--- config.mk ---
export PLATFORM = sky130hd
export DESIGN_NAME = graph_cut_rank_sampler
export DESIGN_NICKNAME = d
export VERILOG_FILES = /design/src/hdl/gcrs_pkg.sv /design/src/hdl/gcrs_ctrl.sv /design/src/hdl/gcrs_dp.sv /design/src/hdl/graph_cut_rank_sampler.sv
export SDC_FILE = /design/constraint.sdc
export NUM_CORES = 1
export LEC_CHECK = 0
export BUFFER_PORTS_ARGS = -buffer_cell sky130_fd_sc_hd__buf_2
export CORE_ASPECT_RATIO = 1.5
export CORE_UTILIZATION = 55
export CTS_BUF_LIST = sky130_fd_sc_hd__clkbuf_4 sky130_fd_sc_hd__clkbuf_8
export DETAILED_ROUTE_END_ITERATION = 8
export GPL_TIMING_DRIVEN = 0
export HOLD_SLACK_MARGIN = 0.08
export PLACE_DENSITY = 0.71
export REMOVE_ABC_BUFFERS = 1
export SLEW_MARGIN = 20
export SYNTH_ARGS = -nofsm -noshare
export SYNTH_HDL_FRONTEND = slang
export SYNTH_SLANG_ARGS = --single-unit
--- constraint.sdc ---
create_clock -name clk -period 8.4 [get_ports clk]
set_input_delay 0.84 -clock clk [delete_from_list [all_inputs] [get_ports clk]]
set_output_delay 0.84 -clock clk [all_outputs]
set_load 0.02 [all_outputs]
--- src/hdl/gcrs_pkg.sv ---
// Shared constants, types and helpers for the graph cut rank sampler.
package gcrs_pkg;

  // Graph size and block grouping
  localparam int VERTICES    = 12;
  localparam int BLOCK_SIZE  = 2;
  localparam int NUM_BLOCKS  = 5;
  localparam int NUM_SUBSETS = (1 << NUM_BLOCKS) - 1;

  // Derived widths
  localparam int VERT_W   = $clog2(VERTICES);
  localparam int RANK_W   = $clog2(VERTICES + 1);
  localparam int SUBSET_W = NUM_BLOCKS;
  localparam int CUT_W    = 5;
  localparam int OUT_RANK_W   = 3;
  localparam int OUT_RANK_MAX = (1 << OUT_RANK_W) - 1;

  // Generator
  localparam int SEED_W = 64;
  localparam logic [SEED_W-1:0] SEED_RESET = 64'd1;
  localparam int XS_A = 13;
  localparam int XS_B = 7;
  localparam int XS_C = 17;

  typedef logic [VERTICES-1:0] row_t;

  // Command bundle from the sequencer to the datapath
  typedef struct packed {
    logic                clear_adj;
    logic                gen_step;
    logic [VERT_W-1:0]   pair_i;
    logic [VERT_W-1:0]   pair_j;
    logic                load;
    logic                elim_step;
    logic [VERT_W-1:0]   col;
    logic [SUBSET_W-1:0] subset;
  } gcrs_cmd_t;

  // One xorshift64 step
  function automatic logic [SEED_W-1:0] xs_next(input logic [SEED_W-1:0] s);
    logic [SEED_W-1:0] t;
    t = s ^ (s << XS_A);
    t = t ^ (t >> XS_B);
    t = t ^ (t << XS_C);
    return t;
  endfunction

endpackage

--- src/hdl/gcrs_ctrl.sv ---
// Sequencer: edge generation sweep, per-subset load / eliminate / emit.
module gcrs_ctrl
  import gcrs_pkg::*;
(
  input  logic                clk,
  input  logic                rst_n,
  input  logic                start,
  input  logic                in_sample_request,
  output logic                busy,
  output gcrs_cmd_t           cmd,
  output logic                out_valid,
  output logic [CUT_W-1:0]    out_cut_index,
  output logic                out_last_of_sample
);

  typedef enum logic [4:0] {
    ST_IDLE = 5'b00001,
    ST_GEN  = 5'b00010,
    ST_LOAD = 5'b00100,
    ST_ELIM = 5'b01000,
    ST_EMIT = 5'b10000
  } gcrs_state_t;

  gcrs_state_t         state_r, state_nxt;
  logic [VERT_W-1:0]   pi_r, pi_nxt;
  logic [VERT_W-1:0]   pj_r, pj_nxt;
  logic [VERT_W-1:0]   col_r, col_nxt;
  logic [SUBSET_W-1:0] sub_r, sub_nxt;
  logic                go;
  logic                last_pair;
  logic                last_sub;

  assign go        = start && !busy && in_sample_request;
  assign last_pair = (pi_r == VERT_W'(VERTICES - 2)) && (pj_r == VERT_W'(VERTICES - 1));
  assign last_sub  = (sub_r == SUBSET_W'(NUM_SUBSETS));

  // Next state and counters
  always_comb begin
    state_nxt = state_r;
    pi_nxt    = pi_r;
    pj_nxt    = pj_r;
    col_nxt   = col_r;
    sub_nxt   = sub_r;
    unique case (state_r)
      ST_IDLE: begin
        if (go) begin
          state_nxt = ST_GEN;
          pi_nxt    = '0;
          pj_nxt    = VERT_W'(1);
        end
      end
      ST_GEN: begin
        if (last_pair) begin
          state_nxt = ST_LOAD;
          sub_nxt   = SUBSET_W'(1);
        end else if (pj_r == VERT_W'(VERTICES - 1)) begin
          pi_nxt = pi_r + VERT_W'(1);
          pj_nxt = pi_r + VERT_W'(2);
        end else begin
          pj_nxt = pj_r + VERT_W'(1);
        end
      end
      ST_LOAD: begin
        state_nxt = ST_ELIM;
        col_nxt   = '0;
      end
      ST_ELIM: begin
        if (col_r == VERT_W'(VERTICES - 1)) begin
          state_nxt = ST_EMIT;
        end else begin
          col_nxt = col_r + VERT_W'(1);
        end
      end
      ST_EMIT: begin
        if (last_sub) begin
          state_nxt = ST_IDLE;
        end else begin
          state_nxt = ST_LOAD;
          sub_nxt   = sub_r + SUBSET_W'(1);
        end
      end
      default: state_nxt = ST_IDLE;
    endcase
  end

  // State and counter registers
  always_ff @(posedge clk) begin
    if (!rst_n) begin
      state_r <= ST_IDLE;
      pi_r    <= '0;
      pj_r    <= '0;
      col_r   <= '0;
      sub_r   <= '0;
    end else begin
      state_r <= state_nxt;
      pi_r    <= pi_nxt;
      pj_r    <= pj_nxt;
      col_r   <= col_nxt;
      sub_r   <= sub_nxt;
    end
  end

  // Commands to the datapath
  always_comb begin
    cmd           = '0;
    cmd.clear_adj = go;
    cmd.gen_step  = (state_r == ST_GEN);
    cmd.pair_i    = pi_r;
    cmd.pair_j    = pj_r;
    cmd.load      = (state_r == ST_LOAD);
    cmd.elim_step = (state_r == ST_ELIM);
    cmd.col       = col_r;
    cmd.subset    = sub_r;
  end

  assign busy               = (state_r != ST_IDLE);
  assign out_valid          = (state_r == ST_EMIT);
  assign out_cut_index      = CUT_W'(sub_r - SUBSET_W'(1));
  assign out_last_of_sample = out_valid && last_sub;

endmodule

--- src/hdl/gcrs_dp.sv ---
// Datapath: seed and generator, adjacency rows, column-serial GF(2) elimination.
module gcrs_dp
  import gcrs_pkg::*;
(
  input  logic                  clk,
  input  logic                  rst_n,
  input  gcrs_cmd_t             cmd,
  input  logic                  cfg_we,
  input  logic [SEED_W-1:0]     cfg_seed_value,
  output logic [OUT_RANK_W-1:0] cut_rank
);

  logic [SEED_W-1:0] gen_r;
  logic [SEED_W-1:0] gen_nxt;
  row_t              adj_r  [VERTICES];
  row_t              elim_r [VERTICES];
  row_t              used_r;
  logic [RANK_W-1:0] rank_r;
  row_t              vmask;
  row_t              hit;
  row_t              piv_oh;
  row_t              piv_row;
  logic              found;

  assign gen_nxt = xs_next(gen_r);

  // Generator state; reset and a seed write load it, a generation step advances it
  always_ff @(posedge clk) begin
    if (!rst_n) begin
      gen_r  <= SEED_RESET;
    end else if (cfg_we) begin
      gen_r  <= cfg_seed_value;
    end else if (cmd.gen_step) begin
      gen_r  <= gen_nxt;
    end
  end

  // Adjacency rows: cleared per sample, one symmetric edge per step
  always_ff @(posedge clk) begin
    for (int k = 0; k < VERTICES; k++) begin
      if (cmd.clear_adj) begin
        adj_r[k] <= '0;
      end else if (cmd.gen_step) begin
        if (VERT_W'(k) == cmd.pair_i) adj_r[k][cmd.pair_j] <= gen_nxt[0];
        if (VERT_W'(k) == cmd.pair_j) adj_r[k][cmd.pair_i] <= gen_nxt[0];
      end
    end
  end

  // Chosen vertices of the current subset
  for (genvar v = 0; v < VERTICES; v++) begin : g_vmask
    localparam int Blk = v / BLOCK_SIZE;
    if (Blk < NUM_BLOCKS) begin : g_in
      assign vmask[v] = cmd.subset[Blk];
    end else begin : g_out
      assign vmask[v] = 1'b0;
    end
  end

  // Pivot search on the current column among rows not yet used as pivots
  always_comb begin
    for (int k = 0; k < VERTICES; k++) begin
      hit[k] = elim_r[k][cmd.col] && !used_r[k];
    end
    piv_oh  = hit & (~hit + row_t'(1));
    found   = |hit;
    piv_row = '0;
    for (int k = 0; k < VERTICES; k++) begin
      if (piv_oh[k]) piv_row = piv_row | elim_r[k];
    end
  end

  // Elimination rows: rows stay in vertex order, unchosen rows are zero
  always_ff @(posedge clk) begin
    for (int k = 0; k < VERTICES; k++) begin
      if (cmd.load) begin
        elim_r[k] <= vmask[k] ? (adj_r[k] & ~vmask) : '0;
      end else if (cmd.elim_step && found && !piv_oh[k] && elim_r[k][cmd.col]) begin
        elim_r[k] <= elim_r[k] ^ piv_row;
      end
    end
  end

  // Pivot bookkeeping and rank count
  always_ff @(posedge clk) begin
    if (!rst_n) begin
      used_r <= '0;
      rank_r <= '0;
    end else if (cmd.load) begin
      used_r <= '0;
      rank_r <= '0;
    end else if (cmd.elim_step && found) begin
      used_r <= used_r | piv_oh;
      rank_r <= rank_r + RANK_W'(1);
    end
  end

  // Saturate to the result width
  assign cut_rank = (int'(rank_r) > OUT_RANK_MAX) ? OUT_RANK_W'(OUT_RANK_MAX)
                                                  : OUT_RANK_W'(rank_r);

endmodule

--- src/hdl/graph_cut_rank_sampler.sv ---
// Top level of the graph cut rank sampler: sequencer plus datapath.
//
// Usage:
//   Command channel: a request beat is taken at a clock edge with start high
//   and busy low. A beat with in_sample_request low is taken and ignored.
//   A request draws a random 12-vertex graph from the 64-bit xorshift
//   generator (one step per vertex pair, 66 steps, one per cycle), then
//   emits 31 result beats, one per nonempty subset of vertex blocks 0..4.
//   Result channel: out_valid strobes for one cycle per beat with
//   out_cut_index, out_cut_rank and out_last_of_sample; the receiver cannot
//   stall, so beats must be taken when shown.
//   Sequence: each subset runs a load step, 12 column steps and an emit
//   step; the first beat follows the 66 generator steps. busy stays high
//   through the generator steps and all 31 subsets, so no new request is
//   taken until after the last beat. The column loop of the single
//   elimination unit sets most of the busy time.
//   Configuration: cfg_seed_value is written when cfg_valid and cfg_ready
//   are high; cfg_ready is high while idle. A write also reloads the
//   generator state.
//   Reset (rst_n low, synchronous): idle, seed and generator state = 1.
module graph_cut_rank_sampler
  import gcrs_pkg::*;
(
  input  logic                  clk,
  input  logic                  rst_n,
  input  logic                  start,
  output logic                  busy,
  input  logic                  in_sample_request,
  output logic                  out_valid,
  output logic [CUT_W-1:0]      out_cut_index,
  output logic [OUT_RANK_W-1:0] out_cut_rank,
  output logic                  out_last_of_sample,
  input  logic                  cfg_valid,
  output logic                  cfg_ready,
  input  logic [SEED_W-1:0]     cfg_seed_value
);

  gcrs_cmd_t cmd;
  logic      cfg_we;

  assign cfg_ready = !busy;
  assign cfg_we    = cfg_valid && cfg_ready;

  gcrs_ctrl u_ctrl (
    .clk                (clk),
    .rst_n              (rst_n),
    .start              (start),
    .in_sample_request  (in_sample_request),
    .busy               (busy),
    .cmd                (cmd),
    .out_valid          (out_valid),
    .out_cut_index      (out_cut_index),
    .out_last_of_sample (out_last_of_sample)
  );

  gcrs_dp u_dp (
    .clk            (clk),
    .rst_n          (rst_n),
    .cmd            (cmd),
    .cfg_we         (cfg_we),
    .cfg_seed_value (cfg_seed_value),
    .cut_rank       (out_cut_rank)
  );

endmodule

==> results.py, run 1 <==
metrics = {
    "worst_hold_path": {
        "hold_class": "in -> reg",
    },
    "drt": {
        "drt_iter0_drc": 1932,
        "route.met2.wl_um": 36500,
        "num_vias": 18500,
        "met1_length_um": 25300,
        "wl_met3_um": 5640,
        "top_layer_used": "met4",
        "wl_um": 73500,
        "drtPass1Iterations": 6,
        "drcViolationCount": 0,
        "ant_nets": 0,
        "vias_per_cell": 6.58,
        "wire_per_inst_um": 26.2,
    },
    "layout": {
        "nFillCells": 3271,
        "multi_input_area_um2": 11500,
        "nets": 2354,
        "final_layout_size_suffix_gt1_share_pct": 12.3,
        "post-route-util_pct": 60.8,
        "diodes": 0,
        "seq_area_um2": 9380,
        "stdcell_area_um2": 23500,
        "synthToLayoutAreaGrowth_pct": 8.29,
    },
    "global_routing": {
        "antenna_found_initial": 0,
        "grt_overflow": 0,
        "grt_pass1_vias": 18400,
        "grt_usage_pct": 37.1,
        "grt_start_max_net_pins": 81,
        "grt_pass1_wl_um": 111000,
    },
    "clocking": {
        "ctsHoldBuffers": 0,
        "cts_made_buffers": 55,
        "path_clk_slew_ns": 0.07,
        "post_cts_buffers": 0,
        "clock_path_buffers": 3,
        "post_cts_resized": 0,
        "cts_tree": "done",
        "htree_levels": 2,
        "root_buffer": "clkbuf_8",
        "cts_sinks": 346,
        "clk_latency_ns": 0.67,
    },
    "logic_synthesis": {
        "ys_seq_area_share_pct": 43.1,
        "syn_area_per_cell_um2": 9.45,
        "ys_async_sr_fraction_pct": 0,
        "syn_inst": 2299,
        "synth_area_leaders": "edfxtp_1, dfxtp_1, xnor2_1",
        "yosysTopAreaCell": "edfxtp_1",
        "synth-edff-count": 244,
        "yosysWarnings": 0,
        "synth.top_cell.area_share_pct": 33.7,
        "ys_seq_elements": 346,
        "synth.distinct_cells": 94,
        "synth_ff_type": "edfxtp_1",
        "syn_area_um2": 21700,
    },
    "critical_path": {
        "worstPathMaxFanout": 24,
        "cpPeakStageDelay_ns": 0.97,
        "critPathArrivalTime_ns": 6.31,
        "cp.required_ns": 8.76,
        "critPathLaunchType": "flip-flop",
        "path_cells": "nor2_2 -> a221o_1 -> o31ai_4 -> or2_1 -> a211oi_1 -> nor4b_1 -> nand2_1 -> nor3_1 -> o31ai_1",
        "end_kind": "flip-flop",
        "cp_slowest_cell": "nor4b_1",
        "path_class": "reg -> reg",
    },
    "status": {
        "outcome": "finished clean",
    },
    "sta": {
        "fin_crit_ns": 5.95,
        "fin_skew_ns": 0.0346,
        "worst_pin_slew_ns": 1.17,
        "finalCritPeriodShare_pct": 70.8,
        "max_freq_ghz": 0.168,
        "setup_tns_ns": 0,
        "slew_viol_final": 0,
        "max-slew-margin-rel_pct": 21.7,
        "finalSetupViolCount": 0,
        "rsz0062_at_grt": "false",
        "hold_viol_final": 0,
    },
    "floorplan": {
        "die_area_um2": 40300,
        "coreArea_um2": 38600,
        "io-pin-count": 81,
        "die_y_um": 245,
        "die_w_um": 164,
        "num_rows": 88,
        "initial_utilization_pct": 56.2,
    },
    "power_and_ir_drop": {
        "p_leak_nw": 8.44,
        "vdd_drop_max_mv": 0.121,
        "powerDensity_nw_per_um2": 161,
        "p_total_w": 0.00379,
    },
    "placement": {
        "postPlaceCellArea_um2": 22400,
        "gp_congestion": 0.998,
        "io_buffers": 80,
        "place_hpwl_um": 53000,
    },
    "flow_run": {
        "drv_cap": 0,
    },
}
[kinds of logic after synthesis]
family,synth area share (%)
AO/OA/AOI/OAI,17.7
XOR/XNOR,10.6
adder cells (fa/ha/maj),0.807
buffers and inverters,4.56
flip-flops,43.1
multiplexers,3.84
AND/OR/NAND/NOR,19.3
[where the power goes]
| part | internal, W | switching, W | leakage, nW |
|---|---|---|---|
| Sequential | 0.00185 | 0.0000435 | 3.44 |
| Clock | 0.000759 | 0.000729 | 0.575 |
| Combinational | 0.000180 | 0.000233 | 4.43 |
| Total | 0.00279 | 0.00100 | 8.44 |
[cells in the mapped netlist, types with 10 or more instances]
cell type,count
nand3b_1,14
inv_1,17
buf_6,10
and3_1,17
a221oi_1,35
a21oi_1,35
o31ai_1,42
buf_4,16
o31ai_2,10
mux4_2,14
nor2_1,228
xor2_1,96
ha_1,14
a221o_1,19
dfxtp_1,102
nor2b_1,59
nand3_1,156
and2_1,34
buf_1,11
clkbuf_1,134
o21a_1,32
a21boi_0,50
nand2_1,204
a22oi_1,70
a211oi_1,14
o211ai_1,16
xnor2_1,165
nor3_1,84
mux2i_1,44
or3_1,11
edfxtp_1,244
buf_2,25
o21ai_1,35
o211a_1,12
o21ai_0,99
[worst paths after layout]
path	from	endpoint	slack (ns)	depth (start not counted)
hold / removal	cfg_seed_value[0]	u_dp.gen_r[0]	0.41	3
hold reg to reg	u_dp.used_r[11]	u_dp.used_r[11]	0.48	2
setup reg to reg	u_ctrl.col_r[2]	u_dp.elim_r[0][15]	2.45	9
setup / recovery	u_ctrl.col_r[2]	u_dp.elim_r[0][15]	2.45	9
[placed cells by master, fill, tap and decap left out, types with 14 or more instances in the layout]
| cell type | synthesis | layout |
|---|---|---|
| nand2_1 | 204 | 203 |
| buf_6 | 10 | 14 |
| a221oi_1 | 35 | 35 |
| inv_1 | 17 | 17 |
| a21oi_1 | 35 | 35 |
| nor2_1 | 228 | 226 |
| dfxtp_1 | 102 | 99 |
| o21a_1 | 32 | 32 |
| and3_1 | 17 | 17 |
| edfxtp_1 | 244 | 244 |
| nand3_1 | 156 | 155 |
| o31ai_1 | 42 | 42 |
| a221o_1 | 19 | 19 |
| a22oi_1 | 70 | 70 |
| buf_2 | 25 | 80 |
| o21ai_1 | 35 | 36 |
| and2_1 | 34 | 33 |
| mux4_2 | 14 | 14 |
| clkbuf_8 | 0 | 58 |
| xor2_1 | 96 | 96 |
| a21boi_0 | 50 | 50 |
| nor3_1 | 84 | 84 |
| clkbuf_4 | 0 | 20 |
| mux2i_1 | 44 | 44 |
| xnor2_1 | 165 | 164 |
| o21ai_0 | 99 | 97 |
| ha_1 | 14 | 14 |
| o211ai_1 | 16 | 16 |
| nor2b_1 | 59 | 57 |
| nand3b_1 | 14 | 14 |
[sequential cells by signal, summed over array words and instances (netlist names)]
name	cells
u_ctrl.col_r	4
u_dp.rank_r	4
u_ctrl.pi_r	4
u_dp.elim_r	144
u_ctrl.sub_r	5
u_dp.used_r	12
u_ctrl.state_r	5
u_dp.adj_r	100
u_dp.gen_r	64
u_ctrl.pj_r	4
[critical path, delay by kind of cell (launching register included)]
family	cells	cell delay, ns
AOI/OAI and AO/OA	4	1.47
and+or+nand+nor	5	3.37
DFF	1	0.81
[cell type report]
| class | instances | area share [%] |
|---|---|---|
| Clock buffer | 78 | 4.03 |
| Sequential cell | 346 | 39.9 |
| Clock inverter | 22 | 0.569 |
| Inverter | 17 | 0.271 |
| Multi-Input combinational cell | 1737 | 49.0 |
| Tap cell | 495 | 2.63 |
| Timing Repair Buffer | 114 | 3.66 |
[stage by stage]
| stage | hold WS [ns] | worst slack [ns] | instances |
|---|---|---|---|
| after global placement | 0.451 | -0.441 | 2675 |
| after detailed placement | 0.463 | 2.36 | 2708 |
| after CTS | 0.400 | 2.31 | 2808 |
| after global routing | 0.412 | 2.34 | 2809 |
| final | 0.412 | 2.45 | 2809 |
| after floorplan | 0.437 | 2.64 | 2100 |
[routing by layer]
metal / GRT usage [%] / up-vias
li1: - / 8323
met1: 41.0 / 8844
met2: 63.7 / 1036
met3: 5.63 / 283
met4: 27.7 / 0
met5: 0 / -
Note: power is estimated with default switching activity, not from simulation.
==> run 2, diff against run 1 <==
--- a/config.mk
+++ b/config.mk
@@ -12,7 +12,7 @@
 export DETAILED_ROUTE_END_ITERATION = 8
 export GPL_TIMING_DRIVEN = 0
 export HOLD_SLACK_MARGIN = 0.08
-export PLACE_DENSITY = 0.71
+export PLACE_DENSITY = 0.74
 export REMOVE_ABC_BUFFERS = 1
 export SLEW_MARGIN = 20
 export SYNTH_ARGS = -nofsm -noshare
==> constraint.sdc (replaced) <==
create_clock -name clk -period 5.43 [get_ports clk]
set_input_delay 0.543 -clock clk [delete_from_list [all_inputs] [get_ports clk]]
set_output_delay 0.543 -clock clk [all_outputs]
set_load 0.02 [all_outputs]
==> results.py, run 2 (synthesis results as in run 1) <==
metrics = {
    "layout": {
        "final_layout_size_suffix_gt1_share_pct": 13.1,
        "largest_reg_flops": 144,
        "post-route-util_pct": 61.1,
        "final_common_cell": "edfxtp_1",
        "nets": 2353,
        "stdcell_area_um2": 23600,
        "nFillCells": 3234,
        "final_cell_mix": "edfxtp_1, nor2_1, nand2_1",
        "synthToLayoutAreaGrowth_pct": 8.78,
        "multi_input_area_um2": 11600,
        "reg.largest.list": "u_dp.elim_r (144), u_dp.adj_r (100), u_dp.gen_r (64)",
        "top_register": "u_dp.elim_r",
        "seq_area_um2": 9380,
    },
    "power_and_ir_drop": {
        "clkPwrFrac_pct": 39.9,
        "powerDensity_nw_per_um2": 251,
        "switching_power_w": 0.00154,
        "p_total_w": 0.00593,
        "p_leak_nw": 8.48,
        "seq_power_share_pct": 49.4,
        "share_comb_of_total_power_pct": 10.7,
        "internal-power_w": 0.00438,
        "p_sw_share_pct": 26.0,
        "vdd_drop_max_mv": 0.262,
    },
    "placement": {
        "io_buffers": 80,
        "place_hpwl_um": 51900,
        "gp_congestion": 0.971,
        "postPlaceCellArea_um2": 22300,
    },
    "clocking": {
        "clk_latency_ns": 0.64,
        "path_clk_slew_ns": 0.06,
        "root_buffer": "clkbuf_8",
        "cts_tree": "done",
        "htree_levels": 2,
        "cts_made_buffers": 55,
        "clock_path_buffers": 3,
        "cts_sinks": 346,
    },
    "drt": {
        "ant_nets": 0,
        "num_vias": 18600,
        "drtPass1Iterations": 6,
        "wl_um": 72300,
        "drt_iter0_drc": 2192,
        "drcViolationCount": 0,
        "vias_per_cell": 6.62,
        "wire_per_inst_um": 25.7,
    },
    "global_routing": {
        "antenna_found_initial": 1,
        "grt_usage_pct": 36.1,
        "grt_pass1_vias": 18100,
        "grt_pass1_wl_um": 108000,
        "grt_start_max_net_pins": 81,
        "grt_overflow": 0,
    },
    "sta": {
        "max-slew-margin-rel_pct": 20.1,
        "max_freq_ghz": 0.188,
        "slew_viol_final": 0,
        "finalCritPeriodShare_pct": 97.8,
        "worst_hold_slack_ns": 0.145,
        "rsz0062_at_grt": "true",
        "fin_crit_ns": 5.31,
        "fin_skew_ns": 0.0374,
        "finalSetupViolCount": 0,
        "worst_pin_slew_ns": 1.20,
        "hold_viol_final": 0,
    },
    "floorplan": {
        "die_y_um": 245,
        "initial_utilization_pct": 56.2,
        "die_w_um": 164,
        "coreArea_um2": 38600,
        "io-pin-count": 81,
        "num_rows": 88,
        "die_area_um2": 40300,
    },
    "critical_path": {
        "crit_buf_inv": 1,
        "critPathArrivalTime_ns": 5.64,
        "path_class": "reg -> reg",
        "cpPeakStageDelay_ns": 1.01,
        "path_cells": "buf_12 -> nor2b_2 -> a221o_1 -> o21ai_2 -> nor3_1 -> and4_4 -> a21oi_4 -> nand3b_1 -> nand3_1 -> o31ai_1",
        "cp_slowest_cell": "nand3b_1",
        "crit_family": "simple AND/OR/NAND/NOR gates",
        "end_kind": "flip-flop",
        "worstPathMaxFanout": 28,
        "cp.required_ns": 5.76,
        "critPathLaunchType": "flip-flop",
    },
    "worst_hold_path": {
        "hold_class": "in -> reg",
    },
    "status": {
        "outcome": "finished clean",
    },
    "flow_run": {
        "drv_cap": 0,
    },
}
## run 2: cell types whose count changed in the layout (fill, tap and decap cells not counted), sizes merged
cell      delta
clkbuf       +4
diode        +1
clkinv       -3
buf          -1
clkinvlp     +2
inv          -1
## run 2: layer usage
| layer | GRT usage, % | vias to the layer above | wire (µm) |
|---|---|---|---|
| li1 | - | 8317 | - |
| met1 | 40.3 | 8843 | 24800 |
| met2 | 60.5 | 1142 | 34700 |
| met3 | 5.55 | 308 | 5720 |
| met4 | 29.5 | 0 | 7020 |
| met5 | 0 | - | 0 |
## run 2: power by group through the flow
stage,Clock (W),Sequential (W),Combinational [W]
floorplan,0,0.00296,0.000459
global placement,0,0.00298,0.000597
CTS,0.00237,0.00293,0.000629
global route,0.00248,0.00293,0.000687
finish,0.00236,0.00293,0.000634
detailed placement,0,0.00298,0.000622
## run 2: area by class of cell
class	instances	area share, %
Antenna cell	1	0.0106
Clock buffer	82	4.30
Clock inverter	20	0.524
Inverter	17	0.270
Multi-Input combinational cell	1737	49.1
Sequential cell	346	39.7
Tap cell	495	2.62
Timing Repair Buffer	113	3.50
## run 2: what timing repair did
action / in CTS / in global routing
buffers inserted: 1 / 0
pin swaps: 1 / 3
hold buffers: 0 / 0
endpoints found under the setup margin: 184 / 130
gates resized for setup: 11 / 14
hold endpoints to repair: 0 / 0
## run 2: final timing paths
path | end | from | slack, ns | depth (start not counted)
hold reg to reg | u_dp.used_r[2] | u_dp.used_r[2] | 0.51 | 2
setup / recovery | u_dp.elim_r[1][15] | u_ctrl.col_r[0] | 0.12 | 10
setup reg to reg | u_dp.elim_r[1][15] | u_ctrl.col_r[0] | 0.12 | 10
hold / removal | u_dp.gen_r[0] | cfg_seed_value[0] | 0.15 | 3
## run 2: per-stage QoR
step | setup TNS [ns] | setup WS [ns] | std cells
6_report | 0 | 0.119 | 2811
2_1_floorplan | -33.43 | -0.335 | 2100
3_5_place_dp | -48.37 | -0.872 | 2706
4_1_cts | 0 | 0.00218 | 2809
5_1_grt | -0.0616 | -0.0495 | 2811
3_3_place_gp | -897.85 | -3.26 | 2675
## run 2: worst reg2reg max path: stages (launching register included)
cell	delay (ns)
dfxtp_4	0.66
buf_12	0.30
nor2b_2	0.16
a221o_1	0.40
o21ai_2	0.59
nor3_1	0.20
and4_4	0.27
a21oi_4	0.72
nand3b_1	1.03
nand3_1	0.57
o31ai_1	0.12
